--- src/hw/rtl/mbt_pkg.sv ---
// Shared constants, types and helper functions of the perceptron trainer.
package mbt_pkg;

  localparam int unsigned NUM_INPUTS      = 2;
  localparam int unsigned NUM_HIDDEN      = 2;
  localparam int unsigned WEIGHT_BITS     = 24;
  localparam int unsigned SIGMOID_ENTRIES = 1024;

  localparam int unsigned IN_W  = 16;
  localparam int unsigned ACT_W = 13;
  localparam int unsigned TGT_W = 13;
  localparam int unsigned ERR_W = 14;
  localparam int unsigned SQ_W  = 25;
  localparam int unsigned LR_W  = 16;
  localparam logic [LR_W-1:0] LR_RESET = 16'd8192;
  localparam logic [ACT_W-1:0] ONE_Q12  = 13'd4096;
  localparam logic [ACT_W-1:0] HALF_Q12 = 13'd2048;

  localparam int unsigned S_TDATA_W = ((2 * IN_W + TGT_W + 7) / 8) * 8;
  localparam int unsigned M_TDATA_W = ((ACT_W + 1 + ERR_W + SQ_W + 7) / 8) * 8;

  localparam int unsigned SIG_AW      = $clog2(SIGMOID_ENTRIES);
  localparam int unsigned SIG_HALF    = SIGMOID_ENTRIES / 2;
  localparam int unsigned SIG_SPACING = 65536 / SIGMOID_ENTRIES;
  localparam int unsigned SPC_W       = $clog2(SIG_SPACING);
  localparam logic [31:0] EXP_STEP    = 32'd4293918848;

  localparam int unsigned OFS_WHO = NUM_INPUTS * NUM_HIDDEN;
  localparam int unsigned OFS_BH  = OFS_WHO + NUM_HIDDEN;
  localparam int unsigned OFS_BO  = OFS_BH + NUM_HIDDEN;
  localparam int unsigned NUM_W   = OFS_BO + 1;
  localparam int unsigned W_AW    = $clog2(NUM_W);
  localparam int unsigned IN_IW   = (NUM_INPUTS > 1) ? $clog2(NUM_INPUTS) : 1;
  localparam int unsigned HID_IW  = (NUM_HIDDEN > 1) ? $clog2(NUM_HIDDEN) : 1;

  localparam int unsigned OPA_W  = WEIGHT_BITS + 4;
  localparam int unsigned OPB_W  = 17;
  localparam int unsigned PROD_W = OPA_W + OPB_W;
  localparam int unsigned SUM_W  = WEIGHT_BITS + 5 + $clog2(NUM_INPUTS + NUM_HIDDEN + 1);

  typedef enum logic [5:0] {
    ST_INIT, ST_IDLE,
    ST_HB_RD, ST_HB, ST_HW_RD, ST_HW_MUL, ST_HW_ACC, ST_HS_RD, ST_HS,
    ST_OB_RD, ST_OB, ST_OW_RD, ST_OW_MUL, ST_OW_ACC, ST_YS_RD, ST_YS,
    ST_SQ_MUL, ST_RES,
    ST_DY_MUL, ST_OD_MUL, ST_G_MUL, ST_G,
    ST_HD_RD, ST_HD_MUL, ST_HD_DH, ST_HD_MUL2, ST_HD_LR, ST_HD_SET,
    ST_UO_RD, ST_UO_MUL, ST_UO_WR, ST_UB_RD, ST_UB_WR,
    ST_UHB_RD, ST_UHB_WR, ST_UI_RD, ST_UI_MUL, ST_UI_WR
  } trn_state_e;

  typedef enum logic [2:0] {
    BLD_POW_MUL, BLD_POW_SH, BLD_START, BLD_DIV, BLD_WR, BLD_EXP_MUL, BLD_EXP_SH, BLD_DONE
  } bld_state_e;

  // Write port of the sigmoid table while it is being built.
  typedef struct packed {
    logic              we;
    logic [SIG_AW-1:0] addr;
    logic [ACT_W-1:0]  data;
    logic              done;
  } sig_wr_t;

  // Power-on value of weight memory entry idx.
  function automatic logic [WEIGHT_BITS-1:0] w_reset(input int unsigned idx);
    logic [WEIGHT_BITS-1:0] v;
    v = WEIGHT_BITS'(2458);
    if (idx < OFS_WHO) begin
      case (idx % 4)
        0: v = WEIGHT_BITS'(614);
        1: v = WEIGHT_BITS'(1024);
        2: v = WEIGHT_BITS'(819);
        default: v = WEIGHT_BITS'(1229);
      endcase
    end else if (idx < OFS_BH) begin
      v = ((idx - OFS_WHO) % 2 == 0) ? WEIGHT_BITS'(1638) : WEIGHT_BITS'(2048);
    end else if (idx < OFS_BO) begin
      v = WEIGHT_BITS'(1434);
    end
    return v;
  endfunction

  // Saturate an updated weight to the signed weight range.
  function automatic logic signed [WEIGHT_BITS-1:0] sat_w(input logic signed [OPA_W:0] v);
    logic signed [OPA_W:0] hi;
    logic signed [OPA_W:0] lo;
    hi = {{(OPA_W - WEIGHT_BITS + 2){1'b0}}, {(WEIGHT_BITS - 1){1'b1}}};
    lo = {{(OPA_W - WEIGHT_BITS + 2){1'b1}}, {(WEIGHT_BITS - 1){1'b0}}};
    if (v > hi) return {1'b0, {(WEIGHT_BITS - 1){1'b1}}};
    if (v < lo) return {1'b1, {(WEIGHT_BITS - 1){1'b0}}};
    return v[WEIGHT_BITS-1:0];
  endfunction

endpackage

--- src/hw/rtl/mbt_sig_builder.sv ---
// Sequencer that computes the sigmoid table entries after reset.
module mbt_sig_builder (
  input  logic             clk_i,
  input  logic             rst_ni,
  output mbt_pkg::sig_wr_t wr_o
);

  localparam int unsigned SAW = mbt_pkg::SIG_AW;
  localparam int unsigned SPW = mbt_pkg::SPC_W;

  mbt_pkg::bld_state_e state_q, state_d;

  logic [32:0]    b_q, e_q;
  logic [65:0]    prod_q;
  logic [SPW-1:0] k_q;
  logic [SAW-1:0] m_q;
  logic           neg_q;
  logic [45:0]    rem_q, dv_q;
  logic [12:0]    quo_q;
  logic [3:0]     bit_q;
  logic [33:0]    den;
  logic           ge;
  logic           m_is_half;

  assign den       = 34'(e_q) + (34'd1 << 32);
  assign ge        = (rem_q >= dv_q);
  assign m_is_half = (m_q == SAW'(mbt_pkg::SIG_HALF));

  always_comb begin
    state_d = state_q;
    unique case (state_q)
      mbt_pkg::BLD_POW_MUL: state_d = mbt_pkg::BLD_POW_SH;
      mbt_pkg::BLD_POW_SH: begin
        if (k_q == SPW'(mbt_pkg::SIG_SPACING - 1)) state_d = mbt_pkg::BLD_START;
        else state_d = mbt_pkg::BLD_POW_MUL;
      end
      mbt_pkg::BLD_START: state_d = mbt_pkg::BLD_DIV;
      mbt_pkg::BLD_DIV: begin
        if (bit_q == 4'd12) state_d = mbt_pkg::BLD_WR;
      end
      mbt_pkg::BLD_WR: begin
        if (!neg_q && m_q != '0) state_d = mbt_pkg::BLD_START;
        else if (m_is_half) state_d = mbt_pkg::BLD_DONE;
        else state_d = mbt_pkg::BLD_EXP_MUL;
      end
      mbt_pkg::BLD_EXP_MUL: state_d = mbt_pkg::BLD_EXP_SH;
      mbt_pkg::BLD_EXP_SH:  state_d = mbt_pkg::BLD_START;
      mbt_pkg::BLD_DONE:    state_d = mbt_pkg::BLD_DONE;
      default:              state_d = mbt_pkg::BLD_DONE;
    endcase
  end

  always_comb begin
    wr_o.we   = (state_q == mbt_pkg::BLD_WR);
    wr_o.addr = neg_q ? SAW'(SAW'(mbt_pkg::SIG_HALF) - m_q)
                      : SAW'(SAW'(mbt_pkg::SIG_HALF) + m_q);
    wr_o.data = quo_q;
    wr_o.done = (state_q == mbt_pkg::BLD_DONE);
  end

  always_ff @(posedge clk_i or negedge rst_ni) begin
    if (!rst_ni) begin
      state_q <= mbt_pkg::BLD_POW_MUL;
      b_q     <= 33'd1 << 32;
      e_q     <= 33'd1 << 32;
      k_q     <= '0;
      m_q     <= '0;
      neg_q   <= 1'b0;
      bit_q   <= '0;
    end else begin
      state_q <= state_d;
      case (state_q)
        mbt_pkg::BLD_POW_SH: begin
          b_q <= prod_q[64:32];
          k_q <= SPW'(k_q + 1'b1);
        end
        mbt_pkg::BLD_START: bit_q <= '0;
        mbt_pkg::BLD_DIV:   bit_q <= 4'(bit_q + 1'b1);
        mbt_pkg::BLD_WR: begin
          if (!neg_q && m_q != '0) neg_q <= 1'b1;
        end
        mbt_pkg::BLD_EXP_SH: begin
          e_q   <= prod_q[64:32];
          m_q   <= SAW'(m_q + 1'b1);
          neg_q <= (SAW'(m_q + 1'b1) == SAW'(mbt_pkg::SIG_HALF));
        end
        default: ;
      endcase
    end
  end

  // Multiplier and restoring divider; quotients never exceed 4096, so 13 steps suffice.
  always_ff @(posedge clk_i) begin
    case (state_q)
      mbt_pkg::BLD_POW_MUL: prod_q <= 66'(b_q) * 66'({1'b0, mbt_pkg::EXP_STEP});
      mbt_pkg::BLD_EXP_MUL: prod_q <= 66'(e_q) * 66'(b_q);
      mbt_pkg::BLD_START: begin
        rem_q <= neg_q ? (46'({e_q, 12'b0}) + 46'(den >> 1))
                       : ((46'd1 << 44) + 46'(den >> 1));
        dv_q  <= {den, 12'b0};
        quo_q <= '0;
      end
      mbt_pkg::BLD_DIV: begin
        if (ge) rem_q <= rem_q - dv_q;
        quo_q <= {quo_q[11:0], ge};
        dv_q  <= dv_q >> 1;
      end
      default: ;
    endcase
  end

endmodule

--- config.mk ---
export PLATFORM = sky130hd
export DESIGN_NAME = mbt_sig_builder
export DESIGN_NICKNAME = d
export VERILOG_FILES = /design/src/hw/rtl/mbt_pkg.sv /design/src/hw/rtl/mbt_sig_builder.sv
export SDC_FILE = /design/constraint.sdc
export NUM_CORES = 2
export LEC_CHECK = 0
export BUFFER_PORTS_ARGS = -buffer_cell sky130_fd_sc_hd__buf_4
export CAP_MARGIN = 20
export CORE_ASPECT_RATIO = 1.75
export CORE_MARGIN = 3
export CORE_UTILIZATION = 35
export DETAILED_ROUTE_END_ITERATION = 8
export PLACE_DENSITY_LB_ADDON = 0.05
export SYNTH_ARGS = -nofsm -noshare
export SYNTH_HDL_FRONTEND = slang
export SYNTH_SLANG_ARGS = --single-unit
--- constraint.sdc ---
create_clock -name clk_i -period 8.9 [get_ports clk_i]
set_input_delay 0.89 -clock clk_i [delete_from_list [all_inputs] [get_ports clk_i]]
set_output_delay 0.89 -clock clk_i [all_outputs]
set_load 0.1 [all_outputs]
* After elaboration in Yosys (flattened, before gate mapping)
Index checks and enable logic that the tools add are counted.
Storage, ports and cells: register bits 260, input port bits 2
Cells by class: order comparisons 1, muxes and demuxes 15, reduce and logical (&&, ||, !) cells 9, multipliers 2, add/sub/neg operators 9, equality and inequality tests 14
Operators by type and width (count):
- $pmux W46 S2 | 2
- $pmux W65 S2 | 1
- $mux W46 | 2
- $mul A33 B33 Y65 | 1
- $mul A33 B25 Y58 const B | 1
- $add A45 B33 Y46 | 1
- $add A45 B33 Y46 const A | 1
- $ge A46 B46 Y1 | 1
- $sub A46 B46 Y46 | 1
- $add A33 B33 Y34 const B | 1
- $pmux W13 S2 | 1
- $pmux W3 S8 | 1
- $eq A10 B10 Y1 const B | 2
- $eq A3 B3 Y1 const B | 4
- $add A10 B1 Y10 const B | 1
- $add A10 B10 Y10 const A | 1
- $mux W10 | 1
- $reduce_bool A10 Y1 | 1
- $sub A10 B10 Y10 const A | 1
- $pmux W4 S2 | 1
- $add A6 B1 Y6 const B | 1
- $eq A3 B2 Y1 const B | 2
- $eq A6 B6 Y1 const B | 1
- $mux W3 | 2
- 13 further kinds | 18

* Longest topological paths before layout
depth in word-level cells 4, depth in mapped cells 30, mapped depth without buffers 28

* Worst setup path after synthesis
Ideal clock, no wire load.
kind register -> register, start point register e_q[28], end point register prod_q[50], data pin, arrival time 7.359 ns, buffers on the path 2, cell stages (with the launch flop) 28, slack 1.275 ns, cell sequence dfrtp_1 -> clkbuf_1 -> clkbuf_1 -> nand2_1 -> fa_1 -> inv_1 -> fa_1 -> fa_1 -> inv_1 -> fa_1 -> inv_1 -> fa_1 -> fa_1 -> fa_1 -> inv_1 -> fa_1 -> inv_1 -> ha_1 -> a21o_1 -> o21bai_1 -> a211oi_1 -> nand2_1 -> o31ai_2 -> nor3_1 -> a311o_1 -> a311oi_2 -> xor2_1 -> o21ai_1
On the way: word-level cells in the longest chain between the ends 2
Ends and longest elaborated chain:
- start: declaration | line mbt_sig_builder.sv:13 | logic [32:0] b_q, e_q;
- start signal: assignment | line mbt_sig_builder.sv:65 | e_q <= 33'd1 << 32;
- start signal: assignment | line mbt_sig_builder.sv:83 | e_q <= prod_q[64:32];
- $mul A33 B33 Y65 | line mbt_sig_builder.sv:96 | mbt_pkg::BLD_EXP_MUL: prod_q <= 66'(e_q) * 66'(b_q);
- $pmux W65 S2 | line mbt_sig_builder.sv:94 | case (state_q)
- end signal: assignment | line mbt_sig_builder.sv:95 | mbt_pkg::BLD_POW_MUL: prod_q <= 66'(b_q) * 66'({1'b0, mbt_pkg::EXP_STEP});
- end signal: assignment | line mbt_sig_builder.sv:96
- end: declaration | line mbt_sig_builder.sv:14 | logic [65:0] prod_q;
No other way between the ends. A chain may end at the register's enable or synchronous reset.

* Worst setup path in the final report
start point register b_q[10], end point register prod_q[50], data pin
On the way: word-level cells in the longest chain between the ends 2
Ends and longest elaborated chain:
- start: declaration | line mbt_sig_builder.sv:13
- start signal: assignment | line mbt_sig_builder.sv:64 | b_q <= 33'd1 << 32;
- start signal: assignment | line mbt_sig_builder.sv:74 | b_q <= prod_q[64:32];
- $mul A33 B33 Y65 or $mul A33 B25 Y58 (tied branches) | line mbt_sig_builder.sv:96, mbt_sig_builder.sv:95
- $pmux W65 S2 (*) | line mbt_sig_builder.sv:94
Every way passes the cells marked *; elsewhere a longest branch is shown, timed or not.

==> results.json <==
{
  "clockRootBuffer": "clkbuf_16",
  "synthTopCellsByArea": "fa_1 42%, ha_1 11%, inv_1 9.3%",
  "yosysTopAreaCell": "fa_1",
  "htree_levels": 1,
  "drv_slew": 0,
  "critPathArrivalTime_ns": 8.88,
  "fin_util_pct": 38.04,
  "initial_utilization_pct": 35.26,
  "synth_top_family_by_area": "adder cells",
  "design.core.area_um2": 161500,
  "synth_xor_area_share_pct": 2.476,
  "setup_viol": 0,
  "hold_viol": 0,
  "grt_pass1_vias": 47084,
  "synth_cells": 6148,
  "grt_setup_unrepaired": "no",
  "p_sw_share_pct": 23.29,
  "critPathRequiredTime_ns": 9.25,
  "grtUsageMet3_pct": 1.168,
  "cp-end-kind": "flip-flop",
  "irDropWorstVdd_v": 0.0001475,
  "clk_pin_slew_ns": 0.06,
  "final_cell_mix": "1406 x inv_1, 1190 x fa_1, 817 x nand2_1",
  "syn_nets": 7841,
  "dr.pass1.iters": 5,
  "power.internal_mw": 1.851,
  "layout-drive-gt1-share_pct": 6.019,
  "yosys.area.top_type_share_pct": 41.83,
  "crit_type": "reg2reg",
  "netlist-cell-type-count": 79,
  "multiInputGateArea_um2": 44170,
  "p_leak_nw": 31.03,
  "grt.busiest_layer": "met2",
  "cellPowerDensity_nw_per_um2": 39.26,
  "final_nets": 7785,
  "ant_nets": 0,
  "drcViolationCount": 0,
  "synth_fa_ha_area_share_pct": 52.83,
  "wl_per_cell_um": 23.87,
  "wl_mm": 197.8,
  "hpwlAfterDp_mm": 163.8,
  "vias_per_cell": 4.957,
  "fmax_mhz": 117.1,
  "met2_usage_pct": 49.68,
  "fp.dieArea_um2": 167800,
  "ys.flop_type": "edfxtp_1",
  "tightest_slew_ns": 0.9640,
  "placementRows": 195,
  "start_kind": "flip-flop",
  "route.vias.total": 41065,
  "clock_path_buffers": 3,
  "area_growth_pct": 7.869,
  "fin_setup_tns_ns": 0,
  "fin_crit_ns": 8.538,
  "synth-simple-area-share_pct": 14.41,
  "synth_area_um2": 56960,
  "gp_congestion": 0.8371,
  "hold_class": "in2async",
  "status": "completed",
  "clock_latency_ns": 0.62,
  "antenna_found_initial": 8,
  "grt_max_degree": 54,
  "track_usage_pct": 24.03,
  "synth_compound_area_share_pct": 6.812,
  "die_w_um": 310.9,
  "cts_buffers": 28,
  "grt_overflow": 0,
  "synth-seq-cells": 228,
  "combPwrFrac_pct": 0.4,
  "num_io_pins": 27,
  "p_switching_mw": 0.5617,
  "power_frac_clock_pct": 53.5,
  "port_buffers": 26,
  "synth-seq-area-share_pct": 11.23,
  "met1_usage_pct": 24.08,
  "cts_sinks": 228,
  "slew_headroom_pct": 35.49,
  "seq_area_um2": 6439,
  "fp.dieH_um": 539.7,
  "ff2ff_path_depth": 23,
  "avgSynthCellArea_um2": 9.265,
  "fin_skew_ns": 0.02425,
  "period_share_pct": 95.93,
  "cts_tree": "built",
  "drtIter0Drc": 1754,
  "yosysWarnings": 0,
  "maxCapViolCount": 0,
  "final_common_cell": "inv_1",
  "synth-edff-count": 138,
  "muxShareOfSynthArea_pct": 0.9314,
  "path_max_fanout": 14,
  "synthArstFlopShare_pct": 39.47,
  "grt_pass1_wl_mm": 298.8,
  "fillers": 16676,
  "p_seq_share_pct": 46.1,
  "postCtsSetupBuffers": 0
}
cell type report:
class / count / share of cell area (%)
Antenna cell: 4 / 0.01629
Clock buffer: 41 / 1.354
Clock inverter: 11 / 0.2444
Inverter: 1408 / 8.602
Multi-Input combinational cell: 4209 / 71.89
Sequential cell: 228 / 10.48
Tap cell: 2167 / 4.413
Timing Repair Buffer: 217 / 2.996
Yosys cell counts (28+ instances only):
master / count
a21o_1: 72
a21oi_1: 186
and2_1: 539
and3_1: 28
clkbuf_1: 289
dfrtp_1: 88
edfxtp_1: 138
fa_1: 1190
ha_1: 501
inv_1: 1407
mux2_2: 32
nand2_1: 818
nand3_1: 36
nand4_1: 36
nor2_1: 125
o21ai_0: 152
xnor2_1: 103
xor2_1: 58
registers in the layout, summed over array words and instances (netlist names):
register,cells
k_q,6
prod_q,33
bit_q,4
dv_q,46
rem_q,46
state_q,3
e_q,33
neg_q,1
b_q,33
quo_q,13
m_q,10
power by group through the flow:
| stage | clock [mW] | sequential [mW] | combinational, mW |
|---|---|---|---|
| finish | 1.29 | 1.11 | 0.0105 |
| global route | 1.36 | 1.11 | 0.0122 |
| CTS | 1.33 | 1.11 | 0.0112 |
| detailed placement | 0 | 1.13 | 0.0112 |
| global placement | 0 | 1.13 | 0.0115 |
| floorplan | 0 | 1.13 | 0.0000274 |
path summary, 6_finish.rpt:
kind / endpoint / startpoint / slack [ns]
max: prod_q[50] / b_q[10] / 0.36
min: k_q[1] / rst_ni / 0.35
max reg2reg: prod_q[50] / b_q[10] / 0.36
min reg2reg: k_q[5] / k_q[5] / 0.47
max in group asynchronous: b_q[21] / rst_ni / 7.29
min in group clk_i: k_q[5] / k_q[5] / 0.47
kinds of logic (layout without fill, tap and decap cells):
kind of cell               Yosys count  count (layout)
buffers and inverters             1711            1677
and+or+nand+nor                   1696            1696
adders and majority gates         1691            1691
AOI/OAI and AO/OA                  612             612
DFF                                228             228
xor gates and xnor gates           161             161
muxes                               49              49
other                                0               4
through the flow:
stage / instance area, um2 / hold slack (ns) / instances / power [mW] / setup slack [ns]
after global routing: 61430 / 0.3828 / 8281 / 2.488 / 0.03979
after global placement: 60410 / 0.4478 / 8229 / 1.146 / -0.1019
final: 61440 / 0.3461 / 8285 / 2.412 / 0.3624
after CTS: 61400 / 0.3290 / 8281 / 2.458 / 0.02518
after detailed placement: 60410 / 0.4537 / 8229 / 1.145 / -0.1126
after floorplan: 56960 / 0.4346 / 6148 / 1.134 / 1.275
worst max-delay path: stages (launching register included):
cell and delay [ns]:
dfrtp_2 0.79, nand2_1 0.16, fa_1 0.53, fa_1 0.53
fa_1 0.53, fa_1 0.52, inv_1 0.06, fa_1 0.62
fa_1 0.45, fa_1 0.52, inv_1 0.06, fa_1 0.48
inv_1 0.04, ha_1 0.39, a21oi_1 0.29, o211ai_1 0.19
a41oi_1 0.22, o21ai_0 0.34, o31ai_2 0.50, nor3_1 0.09
a311o_1 0.37, a311oi_2 0.29, xor2_1 0.17, o21ai_1 0.07
what timing repair did:
action                     CTS  global route
setup endpoints to repair    7             8
hold buffers                 0             0
cloned                       0             0
resized for setup            2            10
per-layer routing:
layer | part of all wire [%] | wire (um)
met5 | 0.0066 | 13
met4 | 5.6 | 11150
met3 | 2.0 | 3954
met2 | 59 | 116300
met1 | 34 | 66360
No activity file was read; power rests on OpenSTA's default activity.
