[config.mk]
export PLATFORM = sky130hd
export DESIGN_NAME = mbt_ram
export DESIGN_NICKNAME = d
export VERILOG_FILES = /design/src/hw/rtl/mbt_ram.sv
export SDC_FILE = /design/constraint.sdc
export NUM_CORES = 1
export LEC_CHECK = 0
export BUFFER_PORTS_ARGS = -buffer_cell sky130_fd_sc_hd__buf_2
export CORE_AREA = 4 4 98 100
export CTS_CLUSTER_DIAMETER = 150
export CTS_CLUSTER_SIZE = 24
export DETAILED_ROUTE_END_ITERATION = 8
export DIE_AREA = 0 0 102 104
export HOLD_SLACK_MARGIN = 0.15
export PLACE_DENSITY_LB_ADDON = 0.12
export SKIP_CTS_REPAIR_TIMING = 1
export SLEW_MARGIN = 20
export SYNTH_ARGS = -nofsm -noshare
export SYNTH_HDL_FRONTEND = slang
export SYNTH_SLANG_ARGS = --single-unit
[constraint.sdc]
create_clock -name clk_i -period 2.9 [get_ports clk_i]
set_clock_uncertainty 0.2 [all_clocks]
set_input_delay 0.58 -clock clk_i [delete_from_list [all_inputs] [get_ports clk_i]]
set_output_delay 0.58 -clock clk_i [all_outputs]
set_load 0.01 [all_outputs]
[src/hw/rtl/mbt_ram.sv]
// Generic synchronous RAM with one write port and one registered read port.
module mbt_ram #(
  parameter int unsigned DEPTH = 16,
  parameter int unsigned WIDTH = 8
) (
  input  logic                     clk_i,
  input  logic                     we_i,
  input  logic [$clog2(DEPTH)-1:0] waddr_i,
  input  logic [WIDTH-1:0]         wdata_i,
  input  logic [$clog2(DEPTH)-1:0] raddr_i,
  output logic [WIDTH-1:0]         rdata_o
);

  logic [WIDTH-1:0] mem [DEPTH];

  always_ff @(posedge clk_i) begin
    if (we_i) begin
      mem[waddr_i] <= wdata_i;
    end
    rdata_o <= mem[raddr_i];
  end

endmodule

Word level (Yosys, flattened, before mapping)

Memory sizes are Yosys's and may differ from the RTL's. A register that Yosys moved wholly into a read port is not among the register bits.
Index checks and enable logic that the tools add are counted.

Bits in registers: 0
Memory bits (writable): 128
Bits of input ports: 18
Output and inout port bits: 8
Word-level logic and storage cells: 3
Memories: 1

Muxes and demuxes: 2

Memory list:

| memory | depth | width | rd ports | clocked after Yosys merged registers in | write ports | RTL line | text |
|---|---|---|---|---|---|---|---|
| mem    | 16    | 8     | 1        | 1                                       | 1           | 14       | `logic [WIDTH-1:0] mem [DEPTH];` |

Operators by type and width:

| operator          | number |
|---|---|
| 1-bit two-way mux | 2 |

Longest topological paths before layout

Gate-level depths: netlist (run 1).

Depth in word-level cells: 2
Mapped depth: 5
Mapped depth without buffers: 3

Least setup slack after synthesis (run 1)

Ideal clock, no wire load.

Path type: input to register
Start: input port waddr_i[2]
End: memory mem[0][0] (enable)
Setup time: 383 ps
Arrival time: 1690 ps
Data required time: 2317 ps
Setup slack: 627 ps
Cell stages on the path: 2
Path buffers: 0
Cell sequence: or3b_2 > nor3_1

RTL lines:

| what            | RTL line | text |
|---|---|---|
| start, declared | 8        | `input logic [$clog2(DEPTH)-1:0] waddr_i,` |
| end, declared   | 14       |  |

No word-level cell before the write port.

Worst setup path after layout (run 1)

Start: register rdata_o[1] (read register of mem)
End: output port rdata_o[1]

RTL lines:

| what            | RTL line | text |
|---|---|---|
| start, declared | 11       | `output logic [WIDTH-1:0] rdata_o` |

No word-level cell between the ends.

==> results.py, run 1 <==
metrics = {
    "detailed_routing": {
        "viasPerCell": 6.08,
        "dr_total_vias": 2463,
        "wl_per_cell_um": 24.5,
        "initialDrtViolationCount": 253,
        "wl_met3_um": 515,
        "wirelength_um": 9900,
        "firstDrtPassIters": 4,
        "ant_nets": 0,
        "wl_met1_um": 4210,
        "post-route-drc-count": 0,
        "maxUsedRoutingLayer": "met4",
        "wl_met2_um": 4900,
    },
    "setup_path": {
        "cp_slowest_stage_delay_ns": 0.35,
        "path_cells": "buf_2",
        "crit_family": "flip-flops",
        "required_ns": 2.12,
        "cp_num_cells": 1,
        "critical_path_buf_inv_count": 1,
        "reg2reg_from": "mem[11][0]",
        "crit_path_start_kind": "flip-flop",
        "endpoint_kind": "output pin",
        "reg2regPathDepth": 3,
        "path_class": "flip-flop to output pin",
        "startpoint": "rdata_o[1]",
        "crit_path_top_delay_cell": "dfxtp_1",
        "worstPathArrival_ns": 1.01,
        "ff2ff_setup_slack_ns": 1.29,
        "cp_max_fo": 1,
        "r2r_end": "rdata_o[0]",
    },
    "global_routing": {
        "grt_pass1_wl_um": 15300,
        "grtUsageTotal_pct": 20.8,
        "globalRouteOverflowTotal": 0,
        "grt_pass1_vias": 2586,
        "antenna_found_initial": 0,
        "grt_max_degree": 25,
    },
    "sta": {
        "tightest_slew_ns": 0.676,
        "slew_viol_final": 0,
        "hold_viol_final": 0,
        "post-route-min-period_ns": 1.79,
        "period_share_pct": 61.8,
        "hold_slack_ns": 0.240,
        "setup_viol": 0,
        "tns_ns": 0,
        "slew_headroom_pct": 54.8,
        "fmax_mhz": 558,
        "rsz0062_at_grt": "false",
    },
    "hold_path": {
        "min_to": "mem[13][2]",
        "worstHoldStart": "wdata_i[2]",
        "hold_path_class": "input port to flip-flop",
        "hold_depth": 1,
    },
    "logic_synthesis": {
        "synth_warnings": 0,
        "yosysUniqueCellTypes": 19,
        "synth.area.top_cells": "edfxtp_1, mux4_2, mux4_1",
        "synthCells": 229,
        "synth_top_area_cell": "edfxtp_1",
        "syn_avg_cell_area_um2": 22.5,
        "ys_seq_area_share_pct": 77.8,
        "ys_seq_elements": 136,
        "synth_area_um2": 5150,
        "netlist.area_leader.share_pct": 74.7,
        "syn_nets": 247,
    },
    "placement": {
        "io_buffers": 25,
        "gp_congestion": 0.754,
        "dp.cells": 372,
        "hpwl_um": 6010,
    },
    "floorplan": {
        "num_rows": 34,
        "die_area_um2": 10600,
        "die_h_um": 104,
        "io_pins": 26,
        "core-area_um2": 8680,
        "start_util_pct": 59.3,
        "die_w_um": 102,
    },
    "clock_network": {
        "cts_tree": "yes",
        "cts.sinks": 136,
        "clock_path_buffers": 2,
        "clkLatencyLatePin_ns": 0.52,
        "numCtsBuffers": 17,
        "path_clk_slew_ns": 0.06,
        "cts_htree_levels": 4,
        "cts_root_buf": "clkbuf_8",
    },
    "pwr": {
        "ir_worst_vdd_mv": 0.497,
        "p_per_area_nw_per_um2": 760,
        "total_power_mw": 4.64,
        "power.leakage_nw": 2.10,
    },
    "finish": {
        "stdcell_count": 405,
        "final_layout_size_suffix_gt1_share_pct": 31.8,
        "area_delta_synth_final_pct": 18.5,
        "final_nets": 301,
    },
    "run_status": {
        "outcome": "complete, no violations",
    },
    "flow_run": {
        "drv_cap": 0,
    },
}
-- cells in the mapped netlist --
cell type          n
nor2b_1            1
nand3b_1           2
dfxtp_1            8
mux4_1            14
buf_6              3
nor2_1            13
or3b_2             1
buf_4              1
clkdlybuf4s25_2    3
nand2_1            9
and2_1             1
mux4_2            18
nand3_1            1
nor3_1             4
edfxtp_1         128
a22oi_1           16
and2b_1            1
buf_2              3
nand2b_1           2
-- metrics by stage --
stage / setup slack (ns) / utilization (%) / cell area, µm²
after floorplan: 0.627 / - / 5150
after global placement: 0.600 / 63.2 / 5480
after detailed placement: 0.619 / 63.2 / 5480
after CTS: 1.07 / 70.3 / 6100
after global routing: 1.05 / 70.3 / 6100
final: 1.11 / 70.3 / 6100
-- metal layers --
layer	up-vias	global-route usage, %
met2	72	31.2
met3	24	6.51
li1	1083	-
met5	-	0
met1	1284	28.6
met4	0	8.53
-- worst max path at each step --
stage,to
6_report,rdata_o[1]
3_3_place_gp,rdata_o[0]
5_1_grt,rdata_o[1]
2_1_floorplan,mem[0][0]
4_1_cts,rdata_o[1]
3_5_place_dp,rdata_o[0]
-- cells by family after synthesis --
family                 share of synthesized area (%)
muxes                                           15.0
and+or+nand+nor                                 3.18
AOI/OAI and AO/OA                               2.33
buffers and inverters                           1.68
DFF                                             77.8
-- report_power, final --
group	internal [mW]	leakage [nW]	total, mW	switching, mW
Clock	1.40	0.294	2.22	0.817
Sequential	2.20	1.22	2.21	0.0143
Combinational	0.0875	0.580	0.204	0.116
Total	3.69	2.10	4.64	0.948
-- sequential cells by signal, summed over array words and instances (netlist names) --
register,cells
mem,128
rdata_o,8
-- placed cells by master (no fill, tap or decap), types with 3 or more instances in the layout --
master,instances
a22oi_1,16
buf_2,25
buf_4,19
bufinv_16,4
clkbuf_16,16
clkinv_4,3
dfxtp_1,8
edfxtp_1,128
inv_6,3
mux4_1,14
mux4_2,18
nand2_1,9
nor2_1,13
nor3_1,4
-- layout make-up --
type	count	area [µm²]
clock inverters	14	196
fillers	530	2580
flip-flops and latches	136	4000
repair buffers	45	288
multi-input cells	83	1060
diodes	1	2.50
well taps	108	135
clock buffers	18	418
Note: power is estimated with default switching activity, not from simulation.
==> run 2, diff against run 1 <==
- CORE_AREA: 4 4 98 100 -> 4 4 103 105
- DIE_AREA: 0 0 102 104 -> 0 0 107 109
- clock period: 2.9 -> 1.4 ns (I/O delays scaled with it)
==> run 2 against run 1 <==
Net effect:
- the flow now finishes with violations (setup timing)
- count of clock-buffer cells in the layout increased by 2
- non-clock buffer count is 27 higher
- critical path depth increased by 2
- register-to-register slack worse by 1.4 ns
- largest power group is now registers
==> results.py, run 2 (same netlist as run 1, synthesis figures left out) <==
metrics = {
    "pwr": {
        "switching_power_mw": 1.91,
        "p_per_area_nw_per_um2": 1440,
        "intPower_mw": 7.59,
        "swShare_pct": 20.1,
        "total_power_mw": 9.50,
        "power_frac_clock_pct": 45.8,
        "comb_power_share_pct": 6.0,
        "ir_worst_vdd_mv": 0.719,
        "power.leakage_nw": 2.23,
        "sequentialPowerShare_pct": 48.2,
    },
    "finish": {
        "top_regs": "mem (128), rdata_o (8)",
        "final_common_cell": "edfxtp_1",
        "diodes": 0,
        "fillers": 655,
        "largest_reg_flops": 128,
        "largest-register": "mem",
        "area_delta_synth_final_pct": 28.1,
        "final_nets": 328,
        "most-common-layout-cells": "edfxtp_1, mux4_2, buf_4",
        "post-route-util_pct": 68.4,
        "final_layout_size_suffix_gt1_share_pct": 47.1,
        "stdcell_count": 456,
    },
    "setup_path": {
        "critical_path_buf_inv_count": 0,
        "cp_max_fo": 1,
        "crit_path_top_delay_cell": "mux4_2",
        "path_class": "flip-flop to flip-flop",
        "endpoint_kind": "flip-flop",
        "worstPathArrival_ns": 1.68,
        "cp_slowest_stage_delay_ns": 0.48,
        "startpoint": "mem[2][4]",
        "path_cells": "mux4_2 -> a22oi_2 -> nand2_1",
        "crit_family": "multiplexers",
        "required_ns": 1.58,
        "reg2reg_from": "mem[2][4]",
        "crit_path_start_kind": "flip-flop",
    },
    "run_status": {
        "violations": "setup timing",
        "outcome": "finished, violations left",
    },
    "floorplan": {
        "core-area_um2": 9640,
        "io_pins": 26,
        "start_util_pct": 53.4,
        "num_rows": 36,
        "die_area_um2": 11700,
        "die_h_um": 109,
        "die_w_um": 107,
    },
    "global_routing": {
        "grt_pass1_wl_um": 15400,
        "antenna_found_initial": 0,
        "grtUsageTotal_pct": 19.1,
        "globalRouteOverflowTotal": 0,
        "grt_max_degree": 17,
        "grt_pass1_vias": 2605,
    },
    "hold_path": {
        "hold_path_class": "input port to flip-flop",
        "worstHoldStart": "raddr_i[3]",
    },
    "sta": {
        "rsz0062_at_grt": "true",
        "setup_ws_ns": -0.109,
        "slew_viol_final": 0,
        "slew_headroom_pct": 34.3,
        "setup_viol": 16,
        "post-route-min-period_ns": 1.51,
        "fmax_mhz": 663,
        "period_share_pct": 108,
        "tightest_slew_ns": 0.984,
        "hold_viol_final": 0,
    },
    "detailed_routing": {
        "post-route-drc-count": 0,
        "wl_per_cell_um": 21.8,
        "ant_nets": 0,
        "wirelength_um": 9940,
        "initialDrtViolationCount": 177,
        "dr_total_vias": 2466,
        "firstDrtPassIters": 5,
        "viasPerCell": 5.41,
    },
    "flow_run": {
        "drv_cap": 0,
    },
    "clock_network": {
        "cts_root_buf": "clkbuf_8",
        "clkLatencyLatePin_ns": 0.51,
        "cts_htree_levels": 4,
        "numCtsBuffers": 17,
        "cts.sinks": 136,
        "cts_tree": "yes",
        "path_clk_slew_ns": 0.06,
        "clock_path_buffers": 2,
    },
    "placement": {
        "dp.cells": 416,
        "pre_cts_ws_ns": -0.587,
        "io_buffers": 25,
        "hpwl_um": 6360,
        "gp_congestion": 0.713,
    },
}
[run 2: final timing paths]
path / endpoint / slack, ns / cells after the start
max: rdata_o[4] / -0.11 / 3
min: rdata_o[7] / 0.17 / 4
max reg2reg: rdata_o[4] / -0.11 / 3
min reg2reg: rdata_o[1] / 0.48 / 3
[run 2: layer usage]
metal	routed length (µm)	GRT usage, %	vias to the layer above	part of all wire, %
li1	-	-	1123	-
met1	4190	25.5	1272	42
met2	5160	30.9	66	52
met3	529	4.97	5	5.3
met4	55	6.58	0	0.55
met5	0	0	-	0
[run 2: layout make-up]
class / instances / area [µm²] / area share, %
clock buffer: 20 / 435 / 6.60
tap: 133 / 166 / 2.52
clock inverter: 12 / 151 / 2.30
timing repair buffer: 72 / 717 / 10.9
sequential: 136 / 4010 / 60.8
multi-input combinational: 83 / 1120 / 17.0
[run 2: worst register-to-register path, cell delays in order (launching register included)]
cell	delay, ns
edfxtp_1	0.36
mux4_2	0.48
a22oi_2	0.21
nand2_1	0.12
[run 2: per-stage QoR]
| stage | area, µm² | setup TNS, ns | hold slack [ns] |
|---|---|---|---|
| final | 6600 | -0.501 | 0.174 |
| after detailed placement | 5870 | -26.77 | 0.466 |
| after global placement | 5870 | -25.50 | 0.459 |
| after global routing | 6600 | -1.31 | 0.164 |
| after CTS | 6450 | -1.49 | -0.0773 |
| after floorplan | 5200 | -7.54 | 0.179 |
[run 2: power by group through the flow]
stage          sequential [mW]  clock [mW]  combinational [mW]
6_report                  4.58        4.35               0.567
3_5_place_dp              4.66           0               0.529
2_1_floorplan             4.67           0               0.262
3_3_place_gp              4.66           0               0.521
4_1_cts                   4.58        4.44               0.531
5_1_grt                   4.59        4.64               0.613
==> run 3, diff against run 2 <==
- ABC_AREA: unset -> 1
- CORE_AREA: 4 4 103 105 -> 4 4 108 110
- DIE_AREA: 0 0 107 109 -> 0 0 112 114
==> run 3 against run 2 <==
Net effect:
- the flow still finishes with violations (setup timing)
- via count rose by 59%
- critical path depth fell by 2
- global-route usage rose by 2.8 points
- area after synthesis rose by 12%
- core utilization fell by 2.5 points
- highest routed layer unchanged
==> results.py, run 3 <==
metrics = {
    "logic_synthesis": {
        "synthFlopType": "edfxtp_1",
        "synth_warnings": 0,
        "synth_area_um2": 5770,
        "ys_seq_elements": 136,
        "syn_avg_cell_area_um2": 10.5,
        "synth_edf_count": 128,
        "ys_seq_area_share_pct": 69.4,
        "synthCells": 551,
        "netlist.area_leader.share_pct": 66.7,
        "synthTopCellsByCount": "nand2_1, edfxtp_1, inv_1, nand3_1, nor2_1",
        "syn_nets": 569,
        "synth.area.top_cells": "edfxtp_1, nand2_1, nand3_1",
        "synth_most_common_cell": "nand2_1",
        "async_reset_ff_share_pct": 0,
        "synth_top_area_cell": "edfxtp_1",
        "yosysUniqueCellTypes": 12,
    },
    "detailed_routing": {
        "post-route-drc-count": 0,
        "dr_total_vias": 3913,
        "viasPerCell": 5.07,
        "initialDrtViolationCount": 305,
        "wirelength_um": 13100,
        "firstDrtPassIters": 8,
        "ant_nets": 0,
        "wl_per_cell_um": 17.0,
    },
    "run_status": {
        "violations": "setup timing",
        "outcome": "finished, violations left",
    },
    "placement": {
        "io_buffers": 25,
        "place_area_um2": 6250,
        "gp_congestion": 0.831,
        "hpwl_um": 8220,
        "dp.cells": 729,
    },
    "floorplan": {
        "start_util_pct": 53.9,
        "die_area_um2": 12800,
        "num_rows": 38,
        "die_h_um": 114,
        "io_pins": 26,
        "core-area_um2": 10700,
        "die_w_um": 112,
    },
    "clock_network": {
        "cts.sinks": 136,
        "clkLatencyLatePin_ns": 0.52,
        "cts_htree_levels": 4,
        "cts_root_buf": "clkbuf_8",
        "numCtsBuffers": 17,
        "cts_tree": "yes",
        "path_clk_slew_ns": 0.06,
        "clock_path_buffers": 2,
    },
    "sta": {
        "slew_headroom_pct": 74.6,
        "setup_ws_ns": -0.0450,
        "rsz0062_at_grt": "true",
        "hold_viol_final": 0,
        "post-route-min-period_ns": 1.45,
        "setup_viol": 8,
        "slew_viol_final": 0,
        "tightest_slew_ns": 0.381,
        "period_share_pct": 103,
        "fmax_mhz": 692,
    },
    "hold_path": {
        "hold_path_class": "input port to flip-flop",
    },
    "finish": {
        "stdcell_count": 772,
        "final_area_um2": 7060,
        "diodes": 0,
        "final_common_cell": "nand2_1",
        "largest-register": "mem",
        "largest_reg_flops": 128,
        "fillers": 856,
        "final_nets": 637,
        "final_layout_size_suffix_gt1_share_pct": 15.7,
        "top_regs": "mem (128), rdata_o (8)",
        "most-common-layout-cells": "nand2_1, edfxtp_1, inv_1",
        "area_delta_synth_final_pct": 22.3,
    },
    "setup_path": {
        "required_ns": 0.92,
        "cp_slowest_stage_delay_ns": 0.35,
        "crit_path_start_kind": "flip-flop",
        "crit_family": "flip-flops",
        "critical_path_buf_inv_count": 1,
        "crit_path_top_delay_cell": "dfxtp_2",
        "path_cells": "buf_6",
        "endpoint_kind": "output pin",
        "path_class": "flip-flop to output pin",
        "cp_max_fo": 1,
        "worstPathArrival_ns": 0.97,
    },
    "pwr": {
        "sequentialPowerShare_pct": 45.5,
        "ir_worst_vdd_mv": 0.914,
        "switching_power_mw": 2.05,
        "swShare_pct": 20.3,
        "intPower_mw": 8.04,
        "p_per_area_nw_per_um2": 1430,
        "comb_power_share_pct": 6.5,
        "power.leakage_nw": 3.10,
        "power_frac_clock_pct": 48.0,
    },
    "global_routing": {
        "globalRouteOverflowTotal": 0,
        "grt_pass1_wl_um": 20900,
        "antenna_found_initial": 0,
        "grt_max_degree": 42,
        "grt_pass1_vias": 3874,
        "grtUsageTotal_pct": 21.9,
    },
    "flow_run": {
        "drv_cap": 0,
    },
}
run 3: cell families (layout without fill, tap and decap cells):
family | after synthesis | after routing | synth area share, %
DFF | 136 | 136 | 69.4
and+or+nand+nor | 289 | 289 | 21.0
buffers and inverters | 126 | 207 | 9.52
run 3: per-stage QoR:
step	hold slack [ns]	setup slack [ns]	power, mW	setup TNS, ns	util, %
2_1_floorplan	0.179	-0.0308	4.99	-1.97	-
3_3_place_gp	0.452	-0.115	5.26	-3.27	58.5
3_5_place_dp	0.459	-0.113	5.27	-5.59	58.5
4_1_cts	-0.0458	-0.130	10.1	-0.524	64.5
5_1_grt	0.151	-0.0838	10.4	-0.531	66.0
6_report	0.125	-0.0450	10.1	-0.167	66.0
run 3: final timing paths:
check                   from  slack [ns]  cells after the start          to
setup / recovery  rdata_o[4]       -0.05                      1  rdata_o[4]
hold reg to reg   mem[10][7]        0.48                      6  rdata_o[7]
hold / removal    raddr_i[0]        0.12                      7  rdata_o[3]
setup reg to reg   mem[1][0]        0.18                      6  rdata_o[0]
run 3: routing by layer:
metal	GRT usage, %	part of all wire, %	wire length, µm	vias to the layer above
li1	-	-	-	1906
met1	29.9	45	5950	1867
met2	35.2	49	6390	131
met3	4.77	4.9	640	9
met4	7.61	0.96	126	0
met5	0	0	0	-
run 3: layout make-up:
type | count | area [µm²] | area share [%]
flip-flops and latches | 136 | 4010 | 56.9
inverters | 102 | 383 | 5.43
clock inverters | 14 | 229 | 3.25
repair buffers | 73 | 626 | 8.87
multi-input cells | 289 | 1210 | 17.2
clock buffers | 18 | 418 | 5.92
well taps | 140 | 175 | 2.48
run 3: power groups by stage:
stage | sequential [mW] | combinational, mW | clock, mW
2_1_floorplan | 4.67 | 0.321 | 0
3_3_place_gp | 4.66 | 0.599 | 0
3_5_place_dp | 4.66 | 0.605 | 0
4_1_cts | 4.58 | 0.614 | 4.89
5_1_grt | 4.59 | 0.723 | 5.13
6_report | 4.59 | 0.654 | 4.84
